<file path="config.mk">
export PLATFORM = sky130hd
export DESIGN_NAME = sbm_sqrt
export DESIGN_NICKNAME = d
export VERILOG_FILES = /design/src/hw/rtl/sbm_pkg.sv /design/src/hw/rtl/sbm_sqrt.sv
export SDC_FILE = /design/constraint.sdc
export NUM_CORES = 1
export LEC_CHECK = 0
export CORE_MARGIN = 5
export CORE_UTILIZATION = 60
export DETAILED_ROUTE_END_ITERATION = 16
export DONT_BUFFER_PORTS = 1
export PLACE_DENSITY_LB_ADDON = 0.05
export SLEW_MARGIN = 20
export SYNTH_ARGS = -nofsm -noshare
export SYNTH_HDL_FRONTEND = slang
export SYNTH_SLANG_ARGS = --single-unit
</file>
<file path="constraint.sdc">
create_clock -name clk -period 4.2 [get_ports clk]
set_input_delay 0.21 -clock clk [delete_from_list [all_inputs] [get_ports clk]]
set_output_delay 0.21 -clock clk [all_outputs]
set_load 0.03 [all_outputs]
</file>
<file path="src/hw/rtl/sbm_pkg.sv">
// Shared constants and types for the stereo block-matching depth block.
// Used by sbm_sqrt, the top level and the testbench; depends on nothing else.
`timescale 1ns / 1ps

package sbm_pkg;

    // Default sizes handed to the top level parameters
    localparam int MAX_WIDTH_DEF    = 1024;
    localparam int MAX_BOX_HALF_DEF = 8;
    localparam int MAX_SEARCH_DEF   = 8;

    // Field widths of the stream and configuration ports
    localparam int PIX_W      = 8;
    localparam int S_TDATA_W  = 16;
    localparam int M_TDATA_W  = 24;
    localparam int ROW_W      = 12;
    localparam int IMG_W_W    = 11;
    localparam int BOX_CFG_W  = 4;
    localparam int SR_CFG_W   = 4;
    localparam int CFG_IDX_W  = 3;
    localparam int CFG_DATA_W = 12;
    localparam int DEPTH_W    = 12;
    localparam int OFS_W      = 5;

    // Depth is a 4.8 fixed-point length, so the square is scaled by two fraction widths
    localparam int FRAC_BITS = 8;
    localparam logic [DEPTH_W-1:0] DEPTH_MAX = 12'd4095;

    // Command carried in tuser
    localparam logic CMD_PIXEL = 1'b0;
    localparam logic CMD_DRAIN = 1'b1;

    // Register reset values
    localparam logic [IMG_W_W-1:0]   IMAGE_WIDTH_RST  = 11'd640;
    localparam logic [ROW_W-1:0]     IMAGE_HEIGHT_RST = 12'd480;
    localparam logic [BOX_CFG_W-1:0] BOX_HALF_RST     = 4'd2;
    localparam logic [SR_CFG_W-1:0]  SEARCH_RST       = 4'd4;

    // Configuration register indexes
    typedef enum logic [CFG_IDX_W-1:0] {
        REG_IMAGE_WIDTH     = 3'd0,
        REG_IMAGE_HEIGHT    = 3'd1,
        REG_BOX_HALF_WIDTH  = 3'd2,
        REG_BOX_HALF_HEIGHT = 3'd3,
        REG_SEARCH_RANGE    = 3'd4
    } cfg_reg_t;

    // Handshake between the controller and the square-root unit
    typedef struct packed {
        logic start;
        logic done;
    } sqrt_ctl_t;

endpackage

</file>
<file path="src/hw/rtl/sbm_sqrt.sv">
// Digit-serial square root giving the rounded 4.8 fixed-point length of a squared offset.
// Depends on sbm_pkg.
`timescale 1ns / 1ps

module sbm_sqrt #(
    parameter int D2_W = 8
) (
    input  logic                        clk,
    input  logic                        rst_n,
    input  logic                        start,
    input  logic [D2_W-1:0]             d2,
    output logic                        done,
    output logic [sbm_pkg::DEPTH_W-1:0] depth
);

    localparam int STEPS = (D2_W + 2 * sbm_pkg::FRAC_BITS + 1) / 2;
    localparam int N_W   = 2 * STEPS;
    localparam int R_W   = STEPS;
    localparam int REM_W = STEPS + 2;
    localparam int CNT_W = $clog2(STEPS + 1);

    logic [N_W-1:0]   n_reg;
    logic [R_W-1:0]   root_reg;
    logic [REM_W-1:0] rem_reg;
    logic [CNT_W-1:0] cnt_reg;
    logic             run_reg;
    logic             done_reg;
    logic [sbm_pkg::DEPTH_W-1:0] depth_reg;

    logic [REM_W-1:0] rem_sh;
    logic [REM_W-1:0] trial;
    logic [R_W:0]     rounded;

    // One result bit per step: bring down two bits and try to subtract
    assign rem_sh  = {rem_reg[REM_W-3:0], n_reg[N_W-1 -: 2]};
    assign trial   = {root_reg, 2'b01};
    assign rounded = {1'b0, root_reg} + (((R_W + 1)'(rem_reg) > (R_W + 1)'(root_reg)) ? 1'b1 : 1'b0);

    always_ff @(posedge clk or negedge rst_n)
    begin
        if (!rst_n)
        begin
            run_reg  <= 1'b0;
            done_reg <= 1'b0;
            cnt_reg  <= '0;
        end
        else
        begin
            done_reg <= 1'b0;
            if (start)
            begin
                run_reg <= 1'b1;
                cnt_reg <= '0;
            end
            else if (run_reg)
            begin
                if (cnt_reg == CNT_W'(STEPS))
                begin
                    run_reg  <= 1'b0;
                    done_reg <= 1'b1;
                end
                else
                begin
                    cnt_reg <= cnt_reg + 1'b1;
                end
            end
        end
    end

    // Datapath of the root, the remainder and the rounding
    always_ff @(posedge clk)
    begin
        if (start)
        begin
            n_reg    <= N_W'(d2) << (2 * sbm_pkg::FRAC_BITS);
            root_reg <= '0;
            rem_reg  <= '0;
        end
        else if (run_reg)
        begin
            if (cnt_reg == CNT_W'(STEPS))
            begin
                if (rounded > (R_W + 1)'(sbm_pkg::DEPTH_MAX))
                begin
                    depth_reg <= sbm_pkg::DEPTH_MAX;
                end
                else
                begin
                    depth_reg <= sbm_pkg::DEPTH_W'(rounded);
                end
            end
            else
            begin
                n_reg <= n_reg << 2;
                if (rem_sh >= trial)
                begin
                    rem_reg  <= rem_sh - trial;
                    root_reg <= {root_reg[R_W-2:0], 1'b1};
                end
                else
                begin
                    rem_reg  <= rem_sh;
                    root_reg <= {root_reg[R_W-2:0], 1'b0};
                end
            end
        end
    end

    assign done  = done_reg;
    assign depth = depth_reg;

endmodule

</file>
==> key figures, run 1 <==
Worst setup path
  • Worst setup SP type: flip-flop
  • CP max-delay cell: or4_1
  • Critical Path AT: 3.28 ns
  • Kind of critical path: reg -> reg
  • CP Max Fanout: 6
  • Crit-path max cell delay: roughly 0.5 ns
  • CP Buf/Inv Count: 1
  • Worst-path cell chain: inv_1, ha_1, nand3_2, nor2_1, o21ai_0, a21oi_1, o21ai_0, a31oi_1, ha_1, nand3_1, nor2_1, nand4_1, or4_1, o21a_1
  • Top Family by Delay on Critical Path: simple AND/OR/NAND/NOR gates
  • CP endpoint kind: flip-flop
  • WP data required: 4.28 ns

Floorplan
  • Initial Util: 0.6215
  • Die area: roughly 0.0064 mm2
  • FP Rows: 25
  • IO Pins: 24
  • Die Span Y: 79.95 um
  • Placeable Area: ~0.0047 mm2
  • Chip Width: 79.95 um

Placement
  • Placer Congestion: 0.9800
  • Dpl hpwl: between 4000 and 5000 um
  • # port buffers: 0

Synth
  • Syn avg cell area: about 9.7 um2
  • Post-synth design cell area: a little under 0.003 mm2
  • Yosys Warn Count: 0
  • Synth cell types: 56
  • Fraction of registers with async set/reset: 0.1176
  • Post-Synthesis Cells: 303
  • Top FF cell, synth: dfxtp_1
  • Syn nets: 333
  • Number of flops mapped to enable cells by yosys: 20
  • Part of the Yosys area used for sequential elements: 0.4263
  • Register bit total from synthesis: 51

CTS
  • Clock Latency Late Sink: 0.31 ns
  • Htree depth: 2
  • TritonCTS clock tree: done
  • Quantity of gates resized following cts: 0
  • Clock Path Buffers: 2
  • Root buf cell: clkbuf_8
  • Clock sink count: 51
  • CTS Buf Count: 5
  • Post-CTS Setup Bufs: 0
  • Clock slew seen by the registers of the worst setup and hold paths: around 0.09 ns
  • Cts-stage hold buffer count: 2

Cells and area
  • Most common cell after layout, fill and taps aside: nor2_1
  • Antenna diode count: 0
  • Sequential cell area: 0.001251 mm2
  • Fraction of layout cells with a size suffix above 1: 0.08306
  • Area grow syn2layout: 5.115%
  • FILL cells: 377
  • Max reg flops: 13
  • Final net count: 330
  • Multi-input logic area: 0.001531 mm2
  • Commonest cells after routing, fill and taps aside: nor2_1, nand2_1, dfxtp_1

Timing
  • Minimum clock period: 3.203 ns
  • Fin Clk Skew: 0.008093 ns
  • Fin. Hold Viols: 0
  • Worst-margin pin slew: 0.9297 ns
  • RSZ-0062 raised after global routing: false
  • F_max: 312.2 MHz
  • Finish-stage setup viols: 0
  • Fin crit share: 0.7627
  • Slew Limit Headroom: 0.3775
  • Final TNS setup: 0 ns
  • Final slew viol count: 0

Route
  • Vias: 2184
  • Drt first-iter violations: 85
  • First drt pass iteration count: 4
  • Vias/cell: 5.935
  • Antenna-violating nets left: 0
  • WL per Instance: 15.56 um
  • Final wirelength: 5726 um
  • Drc violations: 0

Global routing
  • Met1 track demand over resource: 0.2559
  • Initial antenna violation count: 0
  • GR peak layer: met2
  • Overflow after GRT: 0
  • Met2 GRT Util: 0.3286
  • Vias in the first global route: 2141
  • Global router's overall resource usage: 0.1994
  • First-pass GRT wire length: 9791 um
  • GRT met3 Usage: 0.04515
  • Largest net degree at the start of global routing: 27

Run
  • Number of max-cap violations: 0

Power
  • Leakage power: 1.230 nW
  • Pwr/cell area: 662.1 mW/mm2
  • Worst vdd ir: around 0.32 mV
  • Overall Power: 0.002043 W

Worst hold path
  • Hold Crit Class: in -> reg

Outcome
  • Status: completed
-- cells in the mapped netlist, types with 2 or more instances --
cell type,instances,area share
a211oi_1,6,0.015
a21o_1,3,0.0077
a21oi_1,13,0.022
a22o_1,2,0.0060
a311oi_1,2,0.0060
a31oi_1,6,0.013
and2_1,3,0.0064
buf_2,2,0.0034
buf_6,2,0.0077
clkbuf_1,7,0.0090
dfrtp_1,6,0.051
dfxtp_1,25,0.17
edfxtp_1,20,0.20
ha_1,19,0.081
inv_1,24,0.031
mux2_2,6,0.023
mux2i_1,7,0.024
nand2_1,25,0.032
nand2b_1,4,0.0085
nand3_1,8,0.014
nand4_1,7,0.015
nor2_1,27,0.035
nor3b_1,3,0.0077
nor4_1,2,0.0043
o21a_1,4,0.010
o21ai_0,10,0.017
o22ai_1,12,0.026
o31ai_1,3,0.0077
or3_1,3,0.0064
xnor2_1,14,0.042
xor2_1,3,0.0090
-- worst register-to-register path: stages, from the launching register on --
cell and delay, ns:
dfxtp_1 0.41, inv_1 0.09, ha_1 0.39, nand3_2 0.15
nor2_1 0.10, o21ai_0 0.07, a21oi_1 0.15, o21ai_0 0.08
a31oi_1 0.20, ha_1 0.21, nand3_1 0.09, nor2_1 0.22
nand4_1 0.19, or4_1 0.50, o21a_1 0.11
-- routing by layer --
layer / up-vias / routed length, um / share of wire
met5: - / 0 / 0
met4: 0 / 100 / 0.017
met3: 11 / 255 / 0.045
met2: 67 / 2705 / 0.47
met1: 1009 / 2665 / 0.47
li1: 1097 / - / -
-- power by group --
group / switching [W] / total, W / internal, W
combinational: 0.000605 / 0.00108 / 0.000479
clock: 0.000161 / 0.000315 / 0.000154
sequential: 0.0000570 / 0.000644 / 0.000587
-- cells by family (layout without fill, tap and decap cells) --
kind of cell / Yosys count / after routing / share of synthesized area
mux: 13 / 13 / 0.04689
buf+inv: 37 / 35 / 0.05371
simple gates: 90 / 90 / 0.1556
compound gates: 76 / 76 / 0.1859
fa+ha+maj: 19 / 19 / 0.08099
flops: 51 / 51 / 0.4263
xor+xnor: 17 / 17 / 0.05073
-- worst paths after layout --
path / from / end / slack [ns] / cells past startpoint
setup / recovery: root_reg[2]$_SDFFE_PP0P_ / depth[11]$_SDFFCE_PN1P_ / 1.0 / 14
hold / removal: start / run_reg$_DFF_PN0_ / 0.06 / 2
setup reg to reg: root_reg[2]$_SDFFE_PP0P_ / depth[11]$_SDFFCE_PN1P_ / 1.0 / 14
hold reg to reg: rem_reg[10]$_SDFFE_PP0P_ / rem_reg[10]$_SDFFE_PP0P_ / 0.50 / 2
max in group asynchronous: rst_n / cnt_reg[2]$_DFFE_PN0P_ / 3.78 / 1
min in group asynchronous: rst_n / run_reg$_DFF_PN0_ / 0.20 / 1
-- per-stage QoR --
step | hold slack (ns) | setup WS [ns] | instance area (um2) | utilization | cells
after CTS | 0.06296 | 0.9826 | 3085 | 0.6532 | 368
after detailed placement | -0.08546 | 0.9875 | 2964 | 0.6276 | 358
after global routing | 0.07604 | 0.6765 | 3085 | 0.6532 | 368
after global placement | -0.08546 | 1.030 | 2964 | 0.6276 | 358
final | 0.05862 | 0.9965 | 3085 | 0.6532 | 368
after floorplan | -0.08559 | 1.299 | 2935 | - | 303
-- layout make-up --
cell class,count,share of cell area
Clock buffer,8,0.03285
Timing Repair Buffer,3,0.008921
Inverter,24,0.02920
Tap cell,67,0.02717
Multi-Input combinational cell,215,0.4964
Sequential cell,51,0.4055
No activity file was read; power rests on OpenSTA's default activity.
==> run 2: changes to the inputs <==
clock period = 3.2 ns   (was 4.2 ns; I/O delays follow)
==> run 2 against run 1 <==
Compared with the run above: non-clock buffer count up 12; final area grew 4.0%; worst hold slack got worse by 0.043 ns; critical path depth fell by 2; final cell count is 3.3% higher; sequential power grew 31%; clock skew decreased by 0.0034 ns; sequential share of layout area fell by 1.4 points; routed wire length grew 5.1%; global-route usage up 0.48 points; combinational power is 43% higher.
==> key figures, run 2 (synthesized netlist as in run 1, its figures left out) <==
Cells and area
  • Antenna diode count: 0 (unchanged)
  • Fraction of layout cells with a size suffix above 1: 0.1565 (+0.07349)
  • FILL cells: 367 (-2.7%)
  • Final net count: 342 (+3.6%)
  • Commonest cells after routing, fill and taps aside: nand2_1, nor2_1, inv_1
  • Max reg flops: 13 (unchanged)
  • Finished Cell Area: 0.003208 mm2 (+4.0%)
  • Sequential cell area: 0.001257 mm2 (+0.50%)
  • Area grow syn2layout: 9.293%
  • Multi-input logic area: 0.001574 mm2 (+2.8%)

Placement
  • Cell Area, Placed: 0.003047 mm2 (+2.8%)
  • Dpl hpwl: 4489 um (+6.9%)
  • # port buffers: 0 (unchanged)
  • Placer Congestion: 0.9526 (-2.8%)

Timing
  • Fin Clk Skew: 0.004742 ns (-0.003351 ns)
  • Finish-stage setup viols: 0 (unchanged)
  • Fin crit share: 0.9322 (+0.1695)
  • Final TNS setup: 0 ns (unchanged)
  • Worst-margin pin slew: 0.8838 ns (-0.04593 ns)
  • F_max: 335.2 MHz (+7.4%)
  • Slew Limit Headroom: 0.4082 (+0.03075)
  • Fin. Hold Viols: 0 (unchanged)
  • Minimum clock period: 2.983 ns (-0.2203 ns)
  • Final slew viol count: 0 (unchanged)

Route
  • WL per Instance: 15.83 um (+1.7%)
  • Met3 WL: 198 um (-22%)
  • Final wirelength: 6016 um (+5.1%)
  • WL met1: 2760 um (+3.6%)
  • Antenna-violating nets left: 0 (unchanged)
  • Vias: 2212 (+1.3%)
  • Top Layer Used: met4
  • Drc violations: 0 (unchanged)
  • Drt first-iter violations: 103 (+21%)
  • Vias/cell: 5.821 (-1.9%)
  • First drt pass iteration count: 4 (unchanged)
  • Met2 Wirelength: 2952 um (+9.1%)

Global routing
  • Vias in the first global route: 2205 (+3.0%)
  • Global router's overall resource usage: 0.2042 (+0.004812)
  • First-pass GRT wire length: 10050 um (+2.6%)
  • Overflow after GRT: 0 (unchanged)
  • Initial antenna violation count: 0 (unchanged)
  • Largest net degree at the start of global routing: 27 (unchanged)

CTS
  • Clock Latency Late Sink: 0.30 ns (about the same)
  • Htree depth: 2 (unchanged)
  • Clock Path Buffers: 2 (unchanged)
  • Root buf cell: clkbuf_8
  • CTS Buf Count: 5 (unchanged)
  • Clock slew seen by the registers of the worst setup and hold paths: 0.09 ns (about the same)
  • Clock sink count: 51 (unchanged)
  • TritonCTS clock tree: done

Floorplan
  • Die area: 0.006391 mm2 (unchanged)
  • Chip Width: 79.95 um (unchanged)
  • Placeable Area: 0.004723 mm2 (unchanged)
  • FP Rows: 25 (unchanged)
  • Die Span Y: 79.95 um (unchanged)
  • IO Pins: 24 (unchanged)
  • Initial Util: 0.6215 (unchanged)

Worst hold path
  • Hold Crit Class: in -> reg

Worst setup path
  • Kind of critical path: reg -> reg
  • CP Max Fanout: 8 (+2)
  • Critical Path AT: 3.05 ns (-0.23 ns)
  • Worst setup SP type: flip-flop
  • CP endpoint kind: flip-flop
  • WP data required: 3.27 ns (-1.01 ns)

Power
  • Worst vdd ir: 0.4279 mV (+33%)
  • Leakage power: 1.274 nW (+3.6%)
  • Pwr/cell area: 856.3 mW/mm2 (+29%)

Run
  • Number of max-cap violations: 0 (unchanged)

Outcome
  • Status: completed
-- run 2: worst max-delay path: stages, from the launching register on --
cell,delay [ns]
dfxtp_1,0.33
inv_1,0.10
ha_2,0.43
nand3_1,0.18
nor4_4,0.29
a22o_1,0.18
a31oi_1,0.05
ha_2,0.22
ha_1,0.20
nand3_1,0.16
nor4_2,0.08
or4_1,0.41
o21a_1,0.12
-- run 2: power by group --
group          total [W]  internal (W)  switching, W
logic            0.00154      0.000698      0.000846
registers       0.000845      0.000772     0.0000732
clock network   0.000359      0.000153      0.000206
total            0.00275       0.00162       0.00112
-- run 2: worst paths after layout --
path                                     startpoint                       end  slack, ns  depth (start not counted)
max                        root_reg[5]$_SDFFE_PP0P_   depth[11]$_SDFFCE_PN1P_       0.22                         12
min                                           start         run_reg$_DFF_PN0_       0.02                          2
max reg2reg                root_reg[5]$_SDFFE_PP0P_   depth[11]$_SDFFCE_PN1P_       0.22                         12
min reg2reg                rem_reg[10]$_SDFFE_PP0P_  rem_reg[10]$_SDFFE_PP0P_       0.50                          2
max in group asynchronous                     rst_n    cnt_reg[1]$_DFFE_PN0P_       2.81                          1
min in group asynchronous                     rst_n    cnt_reg[2]$_DFFE_PN0P_       0.17                          1
-- run 2: cell type report --
class	instances	area share
Tap cell	67	0.02613
Sequential cell	51	0.3920
Multi-Input combinational cell	215	0.4906
Clock inverter	2	0.003900
Clock buffer	6	0.02262
Timing Repair Buffer	15	0.03666
Inverter	24	0.02808
-- run 2: timing repair --
item                                    4_1_cts  5_1_grt
setup buffers                                 0        1
resized for setup                             0       14
endpoints found under the hold margin        19        0
endpoints found under the setup margin        0       11
hold buffers                                  2        0
-- run 2: layer usage --
layer	vias up	track usage
li1	1121	-
met1	1022	0.2498
met2	57	0.3576
met3	12	0.04289
met4	0	0.06250
met5	-	0
-- run 2: stage by stage --
step | hold slack [ns] | power (W) | setup slack [ns] | utilization | instances
floorplan | -0.1356 | 0.002032 | 0.2993 | - | 303
global placement | -0.1355 | 0.002301 | 0.1766 | 0.6450 | 369
detailed placement | -0.1355 | 0.002313 | 0.07229 | 0.6450 | 369
CTS | 0.01325 | 0.002688 | 0.03487 | 0.6673 | 379
global route | 0.01863 | 0.002944 | -0.01788 | 0.6792 | 380
finish | 0.01571 | 0.002747 | 0.2168 | 0.6792 | 380
